$ cat config.mk
export PLATFORM = sky130hd
export DESIGN_NAME = fedl_mix
export DESIGN_NICKNAME = d
export VERILOG_FILES = /design/src/design/fedl_pkg.sv /design/src/design/fedl_mix.sv
export VERILOG_INCLUDE_DIRS = /design/src /design/src/design
export SDC_FILE = /design/constraint.sdc
export NUM_CORES = 1
export LEC_CHECK = 0
export ABC_CLOCK_PERIOD_IN_PS = 17000
export BUFFER_PORTS_ARGS = -buffer_cell sky130_fd_sc_hd__buf_4
export CAP_MARGIN = 20
export CELL_PAD_IN_SITES_DETAIL_PLACEMENT = 1
export CELL_PAD_IN_SITES_GLOBAL_PLACEMENT = 2
export CORE_MARGIN = 3
export CORE_UTILIZATION = 40
export DETAILED_ROUTE_END_ITERATION = 12
export PLACE_DENSITY_LB_ADDON = 0.1
export SLEW_MARGIN = 20
export SYNTH_ARGS = -nofsm -noshare
export SYNTH_HDL_FRONTEND = slang
export SYNTH_SLANG_ARGS = --single-unit
export TNS_END_PERCENT = 1
$ cat constraint.sdc
create_clock -name clk -period 17 [get_ports clk]
set_clock_uncertainty 0.1 [all_clocks]
set_input_delay 2.55 -clock clk [delete_from_list [all_inputs] [get_ports clk]]
set_output_delay 2.55 -clock clk [all_outputs]
set_load 0.03 [all_outputs]
$ cat src/design/feedback_echo_delay_line_top_defines.svh
// Assertion macros shared by the echo delay line modules.
// Each macro expects signals named clk and arst_n in the module that uses it.
`ifndef FEEDBACK_ECHO_DELAY_LINE_TOP_DEFINES_SVH
`define FEEDBACK_ECHO_DELAY_LINE_TOP_DEFINES_SVH

// The consequent must hold in the same cycle as the antecedent.
`define FEDL_ASSERT_NOW(lbl, ante, cons, msg) \
	lbl: assert property (@(posedge clk) disable iff (!arst_n) (ante) |-> (cons)) \
		else $error(msg);

// The consequent must hold in the cycle after the antecedent.
`define FEDL_ASSERT_NEXT(lbl, ante, cons, msg) \
	lbl: assert property (@(posedge clk) disable iff (!arst_n) (ante) |=> (cons)) \
		else $error(msg);

`endif

$ cat src/design/fedl_pkg.sv
// Package for the feedback echo delay line: sample widths, mix constants
// and the reset value of the delay register. No dependencies.
package fedl_pkg;

	localparam int unsigned SAMPLE_W = 16;
	localparam int unsigned DELAY_W  = 16;
	localparam int unsigned SUM_W    = 20;
	localparam int unsigned MAG_W    = 19;

	// ceil(2^22 / 10); exact for magnitudes below 699050.
	localparam int unsigned RECIP_SHIFT = 22;
	localparam logic [MAG_W-1:0] MIX_RECIP = 19'd419431;

	localparam logic [DELAY_W-1:0] DELAY_RESET = 16'd44100;

endpackage

$ cat src/design/fedl_mix.sv
// Two-stage mixer: weighted sum 7*dry + 3*wet, then truncating division by ten
// through a reciprocal multiply. Depends on fedl_pkg.
module fedl_mix (
	input  logic                                  clk,
	input  logic                                  arst_n,
	input  logic                                  en,
	input  logic signed [fedl_pkg::SAMPLE_W-1:0]  dry,
	input  logic signed [fedl_pkg::SAMPLE_W-1:0]  wet,
	output logic signed [fedl_pkg::SAMPLE_W-1:0]  mix
);

	localparam int unsigned PROD_W = 2 * fedl_pkg::MAG_W;

	logic signed [fedl_pkg::SUM_W-1:0] dry_x;
	logic signed [fedl_pkg::SUM_W-1:0] wet_x;
	logic signed [fedl_pkg::SUM_W-1:0] sum;
	logic signed [fedl_pkg::SUM_W-1:0] sum_s2;
	logic        [fedl_pkg::SUM_W-1:0] neg_sum;
	logic        [fedl_pkg::MAG_W-1:0] mag;
	logic        [PROD_W-1:0]          prod;
	logic        [fedl_pkg::SAMPLE_W-1:0] quo;

	assign dry_x = {{(fedl_pkg::SUM_W - fedl_pkg::SAMPLE_W){dry[fedl_pkg::SAMPLE_W-1]}}, dry};
	assign wet_x = {{(fedl_pkg::SUM_W - fedl_pkg::SAMPLE_W){wet[fedl_pkg::SAMPLE_W-1]}}, wet};
	assign sum   = (dry_x <<< 3) - dry_x + (wet_x <<< 1) + wet_x;

	always_ff @(posedge clk) begin
		if (en) begin
			sum_s2 <= sum;
		end
	end

	// The sum stays within +/-327680, so its magnitude fits in 19 bits.
	assign neg_sum = -sum_s2;
	assign mag     = sum_s2[fedl_pkg::SUM_W-1] ? neg_sum[fedl_pkg::MAG_W-1:0]
	                                           : sum_s2[fedl_pkg::MAG_W-1:0];
	assign prod    = PROD_W'(mag) * PROD_W'(fedl_pkg::MIX_RECIP);
	assign quo     = prod[fedl_pkg::RECIP_SHIFT +: fedl_pkg::SAMPLE_W];
	assign mix     = sum_s2[fedl_pkg::SUM_W-1] ? -quo : quo;

	// Reset is only used to qualify the assertions below.
	`include "feedback_echo_delay_line_top_defines.svh"

	`FEDL_ASSERT_NOW(a_mix_sign, (sum_s2 != '0), (mix == '0) || (mix[fedl_pkg::SAMPLE_W-1] == sum_s2[fedl_pkg::SUM_W-1]), "mix sign differs from sum sign")
	`FEDL_ASSERT_NOW(a_mix_zero, (sum_s2 == '0), (mix == '0), "zero sum gives non-zero mix")
	`FEDL_ASSERT_NOW(a_mag_range, !$isunknown(sum_s2), (mag <= 19'd327680), "mix magnitude out of range")

endmodule

==> summary.txt <==
Timing
  – Final Max Slew Viols: 0
  – Relative slew slack: 34.65%
  – Final hold violations: 0
  – RSZ-0062 raised after global routing: false
  – Slew at the pin closest to its max-slew limit: about 1 ns
  – Hold slack: 2.585 ns
  – Crit path time final: around 12 ns
  – Final Cycle Share: 69.94%
  – Final setup vio count: 0
  – Fmax: approximately 84 MHz
  – Setup TNS: 0 ns

Synthesis
  – Sequential fraction of the synthesis area: 6.259%
  – Synth async-reset ratio: 0%
  – Mean Syn Cell Area: 9.454 µm²
  – Yosys cell types: 64
  – Seq cells post-synth: 20
  – Post-synth EDFFs: 20
  – Synthesized cell area: about 9600 µm²
  – Syn Inst Count: 1015
  – Syn nets: 1389
  – Primary FF master, synth: edfxtp_1
  – Synth warnings: 0

Critical path
  – Crit Path Max Fanout: 7
  – CP Data Required Time: 14.35 ns
  – Startpoint types: flip-flop
  – Worst setup EP type: primary output
  – CP most frequent cell: inv_1
  – Worst path max stage delay: 0.56 ns
  – Arrival time at the worst endpoint: 9.24 ns
  – Crit path kind: reg2out
  – Critical path's slowest cell: edfxtp_1

Detailed routing
  – 1st-pass router iterations: 4
  – # DRC: 0
  – Number of vias per cell: 4.772
  – Routed via count: ~6.6k
  – Post-DRT Antenna Nets: 0
  – Drt wl/cell: 15.83 µm
  – WL final: 21900 µm
  – Iter 0 DRT Violations: 146

Final layout
  – Largest regs: sum_s2: 20 flops
  – Fillers: 2768
  – Biggest register: sum_s2
  – Largest register FFs: 20
  – Antenna diodes: 0
  – Share of layout cells above drive strength 1: 8.638%
  – Nets: about 1.4k
  – Area Growth Syn to Fin: 8.763%

Die
  – # IOs: 51
  – Rows: 56
  – Die Y: 160.9 µm
  – Starting density of the core: 40.76%
  – Die Wd: roughly 160 µm
  – Die area: 25880 µm²
  – Core area: 23540 µm²

Global route
  – First-pass GRT wire length: around 37000 µm
  – Vias in the first global route: 7163
  – Total gr overflow: 0
  – Initial antenna violation count: 0
  – Largest net degree at the start of global routing: 25
  – Aggregate global-route resource usage: 17.68%

Worst hold path
  – WHS Path Cells: 1
  – HP Class: in2reg

Clock tree
  – Worst-path clk slew: 0.05 ns
  – Cts hold-fix bufs: 0
  – Post-CTS sizing: 0
  – CTS buffer count: 3
  – CTS Buffer Depth: 2
  – Clock Sinks: 20
  – H-tree levels: 1
  – TritonCTS clock tree: built
  – Clk root buf: clkbuf_16
  – Setup Fix Bufs, Post-CTS: 0

Placement
  – Port Buf Inserts: 49
  – GP Congestion: 0.8505
  – Post-DP HPWL: 20370 µm

Status
  – Status: finished, final reports clean

Flow run
  – Max Cap Viol: 0
-- worst max-delay path: cells and delay by family, from the launching register on --
family / cells / cell delay, ns
adder cells (fa/ha/maj): 8 / 3.20
AND/OR/NAND/NOR: 10 / 2.25
AO/OA/AOI/OAI: 4 / 1.12
XOR/XNOR: 4 / 1.12
buffers and inverters: 7 / 0.72
flip-flops: 1 / 0.56
-- final cells by class --
cell class	count	area [µm²]	share of cell area, %
clock buffer	3	75.07	0.7193
sequential	20	600.6	5.755
multi-input combinational	705	7905	75.75
timing repair buffer	51	382.9	3.669
tap	319	399.1	3.824
inverter	286	1074	10.29
-- cell usage in the layout, fill, tap and decap left out, drive strengths merged, types with 2 or more instances in the layout --
cell type	n
o21a	5
clkbuf	3
a211oi	7
buf	51
nand2	38
nand2b	7
nand3	10
ha	191
xnor2	58
xor2	39
edfxtp	20
a21oi	34
fa	148
or2	5
o21ai	27
o31ai	7
o21bai	9
o22ai	3
nor2	35
and2	11
a21o	11
a31oi	2
inv	286
nand4	5
nor2b	5
or3	5
nor4	2
nor3	15
mux2i	2
o41ai	5
and3	3
o211ai	6
-- synthesized netlist by cell type (all sizes together) (5+ instances only) --
cell,number,share of area (%)
nor2,35,1.4
or2,5,0.35
o21ai,27,1.6
inv,286,11
xnor2,58,5.4
nand4,5,0.39
nand2b,7,0.46
nor3,15,0.89
o31ai,7,0.55
o21bai,9,0.74
or3,5,0.33
nor2b,5,0.33
xor2,39,3.6
a211oi,7,0.81
nand2,38,1.6
o41ai,5,0.77
a21o,11,0.86
a21oi,34,2.0
and2,11,0.77
ha,191,25
edfxtp,20,6.3
o21a,5,0.39
nand3,10,0.68
fa,148,31
o211ai,6,0.61
-- through the flow --
stage	setup slack (ns)	std cells	area (µm²)	util [%]
detailed placement	5.289	1381	10360	44.01
finish	5.111	1384	10440	44.33
CTS	4.988	1384	10440	44.33
global route	4.503	1384	10440	44.33
floorplan	6.124	1015	9595	-
global placement	5.359	1381	10360	44.01
-- cell families after synthesis --
group	synth area share (%)
and+or+nand+nor	7.628
adders and majority gates	55.78
DFF	6.259
xor gates and xnor gates	8.932
muxes	0.2086
AOI/OAI and AO/OA	9.832
buffers and inverters	11.36
-- worst paths after layout --
path	slack (ns)	startpoint	endpoint
worst min-delay path	2.59	en	sum_s2[1]
worst max-delay path	5.11	sum_s2[0]	mix[15]
-- layer usage --
| metal | up-vias | track usage (%) | share of wire, % |
|---|---|---|---|
| met3 | 13 | 0.7738 | 2.0 |
| met4 | 0 | 2.933 | 1.4 |
| met5 | - | 0 | 0 |
| met1 | 3232 | 26.50 | 50 |
| li1 | 3301 | - | - |
| met2 | 59 | 28.92 | 46 |
Power is left out: the tool's default activity adds up to more than one toggle a clock period on the data nets, which glitch-free logic cannot reach.
